`src/rtl/core/binary_diff_patch_encoder_core_assert.svh`:
```
// Assertion helpers shared by bdpe_dpath and bdpe_pack
`ifndef BINARY_DIFF_PATCH_ENCODER_CORE_ASSERT_SVH
`define BINARY_DIFF_PATCH_ENCODER_CORE_ASSERT_SVH

// expression holds on every edge out of reset
`define BDPE_ASSERT_ALWAYS(label, clk, rst_n, expr) \
	label: assert property (@(posedge clk) disable iff (!rst_n) (expr)) \
		else $error("bdpe assertion failed");

// consequent holds on the same edge as the antecedent
`define BDPE_ASSERT_IMPLIES(label, clk, rst_n, ante, cons) \
	label: assert property (@(posedge clk) disable iff (!rst_n) (ante) |-> (cons)) \
		else $error("bdpe assertion failed");

`endif

```
`src/rtl/core/bdpe_pkg.sv`:
```
package bdpe_pkg;

	localparam int HDR_BYTES  = 9;
	localparam int BEAT_BYTES = 16;

	typedef struct packed {
		logic [7:0] orig_byte;
		logic [7:0] mod_byte;
		logic       end_of_file;
	} in_word_t;

	typedef struct packed {
		logic [63:0] beat_low;
		logic [63:0] beat_high;
		logic [4:0]  beat_bytes;
		logic        record_last;
	} out_word_t;

	// controller to datapath
	typedef struct packed {
		logic accept;
		logic issue;
	} cmd_t;

	// datapath to controller
	typedef struct packed {
		logic close;
		logic issue_last;
	} sts_t;

	// one record byte on its way to the beat packer
	typedef struct packed {
		logic       valid;
		logic [7:0] data;
		logic       last;
	} byte_word_t;

endpackage

```
`src/rtl/core/bdpe_pack.sv`:
```
`include "binary_diff_patch_encoder_core_assert.svh"

module bdpe_pack (
	input  logic                 clk,
	input  logic                 arst_n,
	input  bdpe_pkg::byte_word_t rec_byte,
	output logic                 adv,
	output logic                 out_valid,
	input  logic                 out_ready,
	output bdpe_pkg::out_word_t  out_data
);
	import bdpe_pkg::*;

	logic [127:0] buf_q;
	logic [4:0]   cnt_q;
	logic         done_q;
	logic         last_q;
	logic         out_valid_q;
	out_word_t    out_q;

	logic         out_free;
	logic         xfer;
	logic         fresh;
	logic [3:0]   lane;
	logic [127:0] buf_nx;
	logic [4:0]   cnt_nx;

	assign out_free = !out_valid_q || out_ready;
	assign adv      = !done_q || out_free;
	assign xfer     = done_q && out_free;

	// start a new beat with clean lanes once the previous one is complete
	assign fresh  = done_q || (cnt_q == '0);
	assign lane   = fresh ? 4'd0 : cnt_q[3:0];
	assign cnt_nx = (fresh ? 5'd0 : cnt_q) + 5'd1;

	always_comb begin
		buf_nx = fresh ? '0 : buf_q;
		buf_nx[{lane, 3'b000} +: 8] = rec_byte.data;
	end

	always_ff @(posedge clk or negedge arst_n) begin
		if (!arst_n) begin
			cnt_q       <= '0;
			done_q      <= 1'b0;
			out_valid_q <= 1'b0;
		end else begin
			if (adv) begin
				if (rec_byte.valid) begin
					cnt_q  <= cnt_nx;
					done_q <= (cnt_nx == 5'(BEAT_BYTES)) || rec_byte.last;
				end else if (done_q) begin
					cnt_q  <= '0;
					done_q <= 1'b0;
				end
			end
			if (xfer) begin
				out_valid_q <= 1'b1;
			end else if (out_ready) begin
				out_valid_q <= 1'b0;
			end
		end
	end

	always_ff @(posedge clk) begin
		if (adv && rec_byte.valid) begin
			buf_q  <= buf_nx;
			last_q <= rec_byte.last;
		end
		if (xfer) begin
			out_q.beat_low    <= buf_q[63:0];
			out_q.beat_high   <= buf_q[127:64];
			out_q.beat_bytes  <= cnt_q;
			out_q.record_last <= last_q;
		end
	end

	assign out_valid = out_valid_q;
	assign out_data  = out_q;

	`BDPE_ASSERT_IMPLIES(a_beat_not_empty, clk, arst_n, out_valid_q, out_q.beat_bytes != 5'd0)
	`BDPE_ASSERT_IMPLIES(a_beat_full_unless_last, clk, arst_n, done_q && !last_q,
		cnt_q == 5'(BEAT_BYTES))

endmodule

```
`config.mk`:
```
export PLATFORM = sky130hd
export DESIGN_NAME = bdpe_pack
export DESIGN_NICKNAME = d
export VERILOG_FILES = /design/src/rtl/core/bdpe_pkg.sv /design/src/rtl/core/bdpe_pack.sv
export VERILOG_INCLUDE_DIRS = /design/src /design/src/rtl/core
export SDC_FILE = /design/constraint.sdc
export NUM_CORES = 1
export LEC_CHECK = 0
export BUFFER_PORTS_ARGS = -buffer_cell sky130_fd_sc_hd__buf_2
export CORE_UTILIZATION = 40
export CTS_CLUSTER_DIAMETER = 80
export CTS_CLUSTER_SIZE = 20
export DETAILED_ROUTE_END_ITERATION = 7
export PLACE_DENSITY = 0.67
export SLEW_MARGIN = 25
export SYNTH_ARGS = -nofsm -noshare
export SYNTH_HDL_FRONTEND = slang
export SYNTH_SLANG_ARGS = --single-unit
```
`constraint.sdc`:
```
create_clock -name clk -period 5 [get_ports clk]
set_input_delay 0.5 -clock clk [delete_from_list [all_inputs] [get_ports clk]]
set_output_delay 0.5 -clock clk [all_outputs]
set_load 0.005 [all_outputs]
```
**Word level (Yosys, flattened, before mapping)**

Cells that the tools add are included.

- Muxes and demuxes: 9
- Equal/unequal tests: 1
- $add $sub $neg: 2
- Reductions and logical operators: 12
- Shift-type cells: 2

Operators by type and width:

| cell | count |
|---|---|
| $bwmux 128 | 1 |
| $mux 128 | 1 |
| $shift 8x9->128 const A | 1 |
| $shiftx 8x9->128 | 1 |
| $mux 5 | 3 |
| $neg 7->9 | 1 |
| $add 5x1->5 const B | 1 |
| $eq 5x5->1 const B | 1 |
| $logic_not 5->1 | 1 |
| $logic_or 1x1->1 | 4 |
| $mux 4 | 1 |
| $reduce_bool 2->1 | 2 |
| $mux 1 | 3 |
| $logic_and 1x1->1 | 2 |
| $logic_not 1->1 | 2 |
| $reduce_and 2->1 | 1 |

- Input bits: 13
- Logic and storage cells: 35
- Output and inout port bits: 136
- Flip-flop bits (word level): 270

**Longest topological paths before layout**

Gate-level depths: netlist of run 1.

- Depth after elaboration: 7
- Gate-level depth with buffers: 9
- Gate-level depth less buffers: 8

**Worst setup path after synthesis of run 1**

No wires, ideal clock.

- Path type: flip-flop to flip-flop
- From: register done_q
- To: register out_q (netlist bit out_data[0]) (enable)
- Library setup time: 0.509 ns
- Stages on the path, launching flop included: 3
- Arrival time: 3.800 ns
- Clock period less this slack: 4.309 ns
- Data required time: 4.491 ns
- Setup slack: 0.691 ns
- Path buffers: 1
- Path through: dfrtp_1 buf_2 and2_1

- Cells in the longest elaborated chain, start to end: 1

RTL lines:

| what | RTL line | source |
|---|---|---|
| start, declared | bdpe_pack.sv:16 | `logic done_q;` |
| start signal, assigned | bdpe_pack.sv:51 | `done_q <= (cnt_nx == 5'(BEAT_BYTES)) \|\| rec_byte.last;` |
| $logic_and 1x1->1 | bdpe_pack.sv:30 | `assign xfer = done_q && out_free;` |
| net xfer | bdpe_pack.sv:22 | `logic xfer;` |
| end, declared | bdpe_pack.sv:19 | `out_word_t out_q;` |

The timed path passes the listed nets, and every way through them passes these cells.
A chain may end at the register's enable or synchronous reset.

**Final worst setup path of run 1**

- From: register done_q
- To: register buf_q[119] (enable)

- Cells in the longest elaborated chain, start to end: 3

RTL lines:

| what | RTL line | source |
|---|---|---|
| $logic_not 1->1 | bdpe_pack.sv:29 | `assign adv = !done_q \|\| out_free;` |
| $logic_or 1x1->1 | bdpe_pack.sv:29 |  |
| $logic_and 1x1->1 | bdpe_pack.sv:66 | `if (adv && rec_byte.valid) begin` |
| end signal, assigned | bdpe_pack.sv:67 | `buf_q <= buf_nx;` |
| end, declared | bdpe_pack.sv:14 | `logic [127:0] buf_q;` |

Every way passes these cells.

==> implementation parameters, run 1 <==
Parameter                              Value

Setup path
  Path depth of the worst reg2reg path    6
  Critical path arrival    between 3000 and 4000 ps
  Required arrival time at the worst endpoint    slightly above 5000 ps
  Crit-path max FO    17
  Critical Path Start Type    flop
  Ordered list of cells on the worst path    inv_4 > nand2_1 > ha_1 > nor4b_2 > nand3_1 > a21oi_1
  Critical path start-end classification    reg -> reg
  Slowest cell on the critical path    sky130_fd_sc_hd__a21oi_1
  Slowest stage delay, CP    810 ps
  Crit. End Element    flop

STA
  Least-Margin Pin Slew    1020 ps
  Post-route worst hold slack    219 ps
  Largest clock skew in the final design    ~12 ps
  Final Cycle Share    a little over two thirds
  Max frequency    between 200 and 300 MHz
  Unrepaired setup endpoints after global routing    false
  Final-report max-slew violation count    0
  Max-slew headroom at the worst pin    31.9%
  Total of endpoints with negative setup slack in the final report    0
  Shortest clock period the worst path allows after layout    3500 ps
  Number of endpoints with negative hold slack in the final report    0
  Setup TNS    0 ps

Clock network
  Clock slew at the register clock pins of the worst setup and hold paths    90 ps
  Bufs on Longest Clock Path    3
  Number of H-tree levels    1
  TritonCTS buffer count    17
  Post-CTS setup-driven buffer insertion count    0
  # clock sinks    270
  Clock insertion delay at the later pin of the skew report    490 ps
  CTS tree    yes
  Post-CTS Hold Fix Bufs    1
  Clock Tree Root    sky130_fd_sc_hd__clkbuf_16
  Resized Gates After CTS    0

Placed design
  Total of buffers placed on input and output ports    148
  GP Congestion    0.879
  Post-detailed-placement half-perimeter wirelength    12900 um

Outcome
  Result of the run    finished, final reports clean

Finish
  Count of inserted antenna diode cells    0
  Area taken by multi-input logic gates    1370 um^2
  Area growth from synthesis to final layout    15.8%
  Fillcell total    2068
  Area used by sequential logic in the layout    8070 um^2
  Final net count    726
  Layout cell share with drive strength beyond 1    29.9%

Global routing
  First-pass GRT wire length    27700 um
  Antenna violations before repair    0
  Pin count of the biggest net entering global routing    81
  Global Route Usage Sum    between 15 and 20%
  Number of global-route vias before repair    between 4000 and 5000
  Total overflow reported by the global router    0
  Met3 track demand over resource in global routing    2.70%
  Met1 routing resource usage after global routing    between 20% and 30%
  Global Route met2 Usage    24.6%
  Routing layer with the top usage in global route    met2

Drt
  Mean routed wirelength per cell    roughly 18 um
  Post-DR vias/cell    4.75
  Overall routed net length    18900 um
  Length of the first detailed-routing pass in iterations    4
  Number of vias after detailed routing    4927
  Number of DRC markers in iteration 0    426
  Number of nets still failing antenna checks after routing    0
  Remaining routing DRC violations    0

Synthesis
  Number of flops mapped to enable cells by yosys    263
  Synthesis-stage register bit count    270
  Post-synth top flop    sky130_fd_sc_hd__edfxtp_1
  Post-Synthesis Cells    562
  Post-synth top area cell    sky130_fd_sc_hd__edfxtp_1
  Cell area after technology mapping    9620 um^2
  Multiplexer area fraction after synthesis    0.104%
  Main area contributors after synthesis    sky130_fd_sc_hd__edfxtp_1, sky130_fd_sc_hd__nor2_1, sky130_fd_sc_hd__nand2_1, sky130_fd_sc_hd__nor2_2, sky130_fd_sc_hd__dfrtp_1
  Post-Syn Nets    579
  Synth unique cells    43
  Most numerous cell types in the synthesized netlist    sky130_fd_sc_hd__edfxtp_1, sky130_fd_sc_hd__nor2_1, sky130_fd_sc_hd__nand2_1, sky130_fd_sc_hd__nor2_2
  Synth Area in Compound Gates    2.49%
  Most frequent cell after synthesis    sky130_fd_sc_hd__edfxtp_1
  Synthesized area per cell    17.1 um^2
  Xor-xnor portion of the synthesized cell area    0.182%
  Share of the yosys chip area belonging to registers    a little over four fifths
  Total number of yosys warnings    0
  Fraction of synthesis flops using an asynchronous set or reset pin    2.59%
  Combinational family with the most area after synthesis    simple AND/OR/NAND/NOR gates
  Portion of synthesized cell area occupied by the leading cell type    82.1%
  Synthesized-area fraction occupied by adder cells    0.520%
  Simple-gate share of the synthesized area    10.9%

Pwr
  Static leakage    3.83 nW
  Power per cell area    around 420 nW/um^2
  IR Drop Worst-Case VDD    0.169 mV

Min path
  Worst hold path cell count    1
  Worst hold-check path type    in -> reg

Floorplan
  Number of placed I/O pins    149
  Core Footprint    23500 um^2
  Site Rows    56
  Die outline width    ~160 um
  Starting density of the core    40.8%
  Area of the die    24700 um^2
  Vert. Die Dim    157 um

Run
  Number of max-capacitance violations reported    0
power by group:
part | total, mW | switching [mW] | internal, mW | leakage (nW)
sequential | 2.85 | 0.0892 | 2.76 | 2.61
clock | 1.33 | 0.688 | 0.644 | 0.230
combinational | 0.512 | 0.367 | 0.144 | 0.995
stage by stage:
stage	area (um^2)	power [mW]	utilization, %	setup slack, ps	std cells
2_1_floorplan	9620	3.21	-	691	562
3_5_place_dp	10600	3.41	45.2	1510	1008
5_1_grt	11100	4.86	47.3	1230	1038
6_report	11100	4.69	47.3	1500	1038
3_3_place_gp	10600	3.40	45.2	1660	1008
4_1_cts	11100	4.72	47.3	1490	1038
cells by family after synthesis:
group                    Yosys count
buffers and inverters             30
multiplexers                       1
AND/OR/NAND/NOR                  220
XOR/XNOR                           2
AO/OA/AOI/OAI                     35
adder cells (fa/ha/maj)            4
flip-flops                       270
registers in the layout, summed over array words and instances, names as in the netlist:
| register | flops |
|---|---|
| last_q | 1 |
| cnt_q | 5 |
| done_q | 1 |
| buf_q | 128 |
| out_valid | 1 |
| out_data | 134 |
placed cells by master (no fill, tap or decap), types with 2 or more instances in the layout:
cell and instances:
sky130_fd_sc_hd__dfrtp_1 7, sky130_fd_sc_hd__o22ai_1 5, sky130_fd_sc_hd__inv_1 5, sky130_fd_sc_hd__ha_1 4, sky130_fd_sc_hd__buf_4 2, sky130_fd_sc_hd__buf_2 148
sky130_fd_sc_hd__edfxtp_1 263, sky130_fd_sc_hd__clkbuf_1 10, sky130_fd_sc_hd__nor2_2 31, sky130_fd_sc_hd__a21oi_1 13, sky130_fd_sc_hd__nand2_2 3, sky130_fd_sc_hd__nor3_4 2
sky130_fd_sc_hd__nand2b_1 7, sky130_fd_sc_hd__nand2_1 55, sky130_fd_sc_hd__nor3_1 2, sky130_fd_sc_hd__nor2b_1 5, sky130_fd_sc_hd__clkbuf_16 17, sky130_fd_sc_hd__nand3_1 3
sky130_fd_sc_hd__xnor2_1 2, sky130_fd_sc_hd__o21ai_0 7, sky130_fd_sc_hd__nor2_1 93, sky130_fd_sc_hd__and2_1 8, sky130_fd_sc_hd__a32o_1 2
worst max-delay path: cells and delay by family (launching register included):
| family | cells | cell delay, ps |
|---|---|---|
| fa+ha+maj | 1 | 460 |
| simple gates | 3 | 1030 |
| buf+inv | 1 | 220 |
| compound gates | 1 | 810 |
| flops | 1 | 610 |
area by class of cell:
type	instances	share of cell area [%]
inverter	6	0.225
clock inverter	2	0.124
tap	319	3.59
clock buffer	27	4.16
timing repair buffer	152	7.06
multi-input combinational	262	12.3
sequential	270	72.5
routing by layer:
metal  part of all wire, %  vias up
met5                     0        -
met4                   2.2        0
li1                      -     2317
met3                   5.7       36
met2                    48      152
met1                    44     2422
worst paths after layout:
kind	from	endpoint	slack, ps
max reg2reg	done_q	buf_q[119]	1500
max in group asynchronous	arst_n	cnt_q[4]	4440
min	rec_byte[0]	last_q	220
min reg2reg	buf_q[89]	out_data[31]	420
min in group asynchronous	arst_n	cnt_q[0]	390
max	done_q	buf_q[119]	1500
(Power assumes the default switching activity.)
==> run 2, diff against run 1 <==
==> constraint.sdc (replaced) <==
create_clock -name clk -period 3.5 [get_ports clk]
set_input_delay 0.35 -clock clk [delete_from_list [all_inputs] [get_ports clk]]
set_output_delay 0.35 -clock clk [all_outputs]
set_load 0.005 [all_outputs]
==> run 2 against run 1 <==
First-iteration DRC count is 15% higher. Die area stayed put. Clock power is 44% higher. Worst hold slack worse by 140 ps. Core utilization is 0.58 points higher. Clock-buffer cell count is 1 higher. Sequential power is 42% higher. Sequential share of layout area is 0.89 points lower. Maximum frequency is 14% higher. Cell count is 1.7% higher. Largest power group unchanged. Highest routed layer unchanged.
==> implementation parameters, run 2 (synthesis results as in run 1) <==
Parameter                              Value

Drt
  Mean routed wirelength per cell    18.3 um (+0.47%)
  Routed wire length on met3    1110 um (+1.7%)
  Number of vias after detailed routing    5020 (+1.9%)
  Routed met1 length    7920 um (-5.3%)
  Remaining routing DRC violations    0 (unchanged)
  Met2 wire len    9730 um (+7.3%)
  Number of DRC markers in iteration 0    492 (+15%)
  DR top layer    met4
  Overall routed net length    19400 um (+2.2%)
  Number of nets still failing antenna checks after routing    0 (unchanged)
  Post-DR vias/cell    4.75 (+0.15%)
  Length of the first detailed-routing pass in iterations    5 (+1)

Pwr
  Static leakage    3.92 nW (+2.3%)
  Overall power    6.77 mW (+44%)
  Power per cell area    600 nW/um^2 (+43%)
  IR Drop Worst-Case VDD    0.281 mV (+66%)

Clock network
  Clock Tree Root    sky130_fd_sc_hd__clkbuf_16
  TritonCTS buffer count    17 (unchanged)
  Bufs on Longest Clock Path    3 (unchanged)
  CTS tree    yes
  Number of H-tree levels    1 (unchanged)
  Clock slew at the register clock pins of the worst setup and hold paths    80 ps (about the same)
  Clock insertion delay at the later pin of the skew report    500 ps (about the same)
  Post-CTS setup-driven buffer insertion count    0 (unchanged)
  # clock sinks    270 (unchanged)

Finish
  Fillcell total    2079 (+0.53%)
  Count of inserted antenna diode cells    0 (unchanged)
  Area taken by multi-input logic gates    1370 um^2 (unchanged)
  Commonest non-fill, non-tap cell in the layout    sky130_fd_sc_hd__edfxtp_1
  Post-route cell area    11300 um^2 (+1.2%)
  Most used cells in the layout excluding fill and tap cells    sky130_fd_sc_hd__edfxtp_1, sky130_fd_sc_hd__buf_2, sky130_fd_sc_hd__nor2_1, sky130_fd_sc_hd__nand2_1, sky130_fd_sc_hd__nor2_2
  Area growth from synthesis to final layout    17.2%
  Largest register FFs    134 (unchanged)
  Layout cell share with drive strength beyond 1    31.5% (+1.6 points)
  Final net count    743 (+2.3%)
  Area used by sequential logic in the layout    8070 um^2 (unchanged)

Floorplan
  Die outline width    157 um (unchanged)
  Area of the die    24700 um^2 (unchanged)
  Number of placed I/O pins    149 (unchanged)
  Site Rows    56 (unchanged)
  Starting density of the core    40.8% (unchanged)
  Vert. Die Dim    157 um (unchanged)
  Core Footprint    23500 um^2 (unchanged)

STA
  Final worst setup slack    429 ps (-1070 ps)
  Least-Margin Pin Slew    863 ps (-155 ps)
  Final-report max-slew violation count    0 (unchanged)
  Total of endpoints with negative setup slack in the final report    0 (unchanged)
  Largest clock skew in the final design    25.2 ps (+13.1 ps)
  Shortest clock period the worst path allows after layout    3070 ps (-428 ps)
  Post-route worst hold slack    77.0 ps (-142 ps)
  Max-slew headroom at the worst pin    42.5% (+11 points)
  Unrepaired setup endpoints after global routing    false
  Max frequency    326 MHz (+14%)
  Final Cycle Share    87.7% (+18 points)
  Setup TNS    0 ps (unchanged)
  Number of endpoints with negative hold slack in the final report    0 (unchanged)

Global routing
  Antenna violations before repair    0 (unchanged)
  Pin count of the biggest net entering global routing    54 (-33%)
  Total overflow reported by the global router    0 (unchanged)
  Global Route Usage Sum    15.8% (+0.42 points)
  Number of global-route vias before repair    4976 (+7.9%)
  First-pass GRT wire length    28600 um (+3.2%)

Setup path
  Worst setup path endpoint    buf_q[75]
  Slowest cell on the critical path    sky130_fd_sc_hd__dfrtp_1
  Worst reg2reg path endpoint    buf_q[75]
  Crit-path max FO    17 (unchanged)
  Ordered list of cells on the worst path    inv_4 > nand2_1 > ha_1 > nand2_1 > o22ai_1 > a21oi_4 > buf_4 > o22ai_1
  Critical Path Start Type    flop
  Startpoint of the worst register-to-register path    done_q
  Crit. End Element    flop
  Largest delay contributor family on the critical path    compound AO/OA/AOI/OAI gates
  Required arrival time at the worst endpoint    3610 ps (-1500 ps)
  Path depth of the worst reg2reg path    8 (+2)
  Buffers & Inverters on Critical Path    2 (+1)
  Crit. path cell count    8 (+2)
  Critical path start-end classification    reg -> reg
  Register-to-register setup slack    430 ps (-1070 ps)
  Slowest stage delay, CP    750 ps (-60 ps)
  Critical path arrival    3180 ps (-430 ps)
  Launching instance or port of the critical path    done_q

Placed design
  GP Congestion    0.844 (-4.0%)
  Placed Area    10800 um^2 (+1.3%)
  Total of buffers placed on input and output ports    148 (unchanged)
  Post-detailed-placement half-perimeter wirelength    13300 um (+3.0%)
  Worst Setup Slack post-DPL    483 ps (-1020 ps)

Outcome
  Result of the run    finished, final reports clean

Run
  Number of max-capacitance violations reported    0 (unchanged)

Min path
  Worst hold-check path type    in -> reg
## run 2: per-layer routing
layer / track usage, % / vias to the layer above
met5: 0 / -
met4: 5.92 / 0
met3: 3.08 / 34
met2: 26.9 / 168
met1: 20.0 / 2462
li1: - / 2356
## run 2: cell type report
cell class	instances	share of cell area [%]
Clock inverter	2	0.178
Sequential cell	270	71.6
Tap cell	319	3.54
Clock buffer	28	4.14
Timing Repair Buffer	169	8.10
Inverter	6	0.222
Multi-Input combinational cell	262	12.2
## run 2: worst reg2reg max path, cell delays in order (launching register included)
cell	delay [ps]
sky130_fd_sc_hd__dfrtp_1	750
sky130_fd_sc_hd__inv_4	150
sky130_fd_sc_hd__nand2_1	160
sky130_fd_sc_hd__ha_1	330
sky130_fd_sc_hd__nand2_1	160
sky130_fd_sc_hd__o22ai_1	250
sky130_fd_sc_hd__a21oi_4	60
sky130_fd_sc_hd__buf_4	200
sky130_fd_sc_hd__o22ai_1	620
## run 2: how the worst min path moves through the flow
stage                           start       end  cells after the start
final                     rec_byte[0]    last_q                      1
after detailed placement       arst_n    done_q                      1
after floorplan                arst_n  cnt_q[0]                      0
after CTS                 rec_byte[0]    last_q                      1
after global placement         arst_n  cnt_q[2]                      1
after global routing      rec_byte[0]    last_q                      1
## run 2: repair_timing
item	in CTS	in global routing
endpoints found under the hold margin	7	0
hold buffers	1	0
gates resized for setup	0	0
## run 2: power breakdown
part           internal [mW]  switching, mW
logic                  0.242          0.541
registers               3.93          0.130
clock network          0.929          0.991
total                   5.11           1.66
## run 2: metrics by stage
step | utilization [%] | instances
floorplan | - | 562
global placement | 45.8 | 1025
detailed placement | 45.8 | 1025
CTS | 47.9 | 1056
global route | 47.9 | 1056
finish | 47.9 | 1056
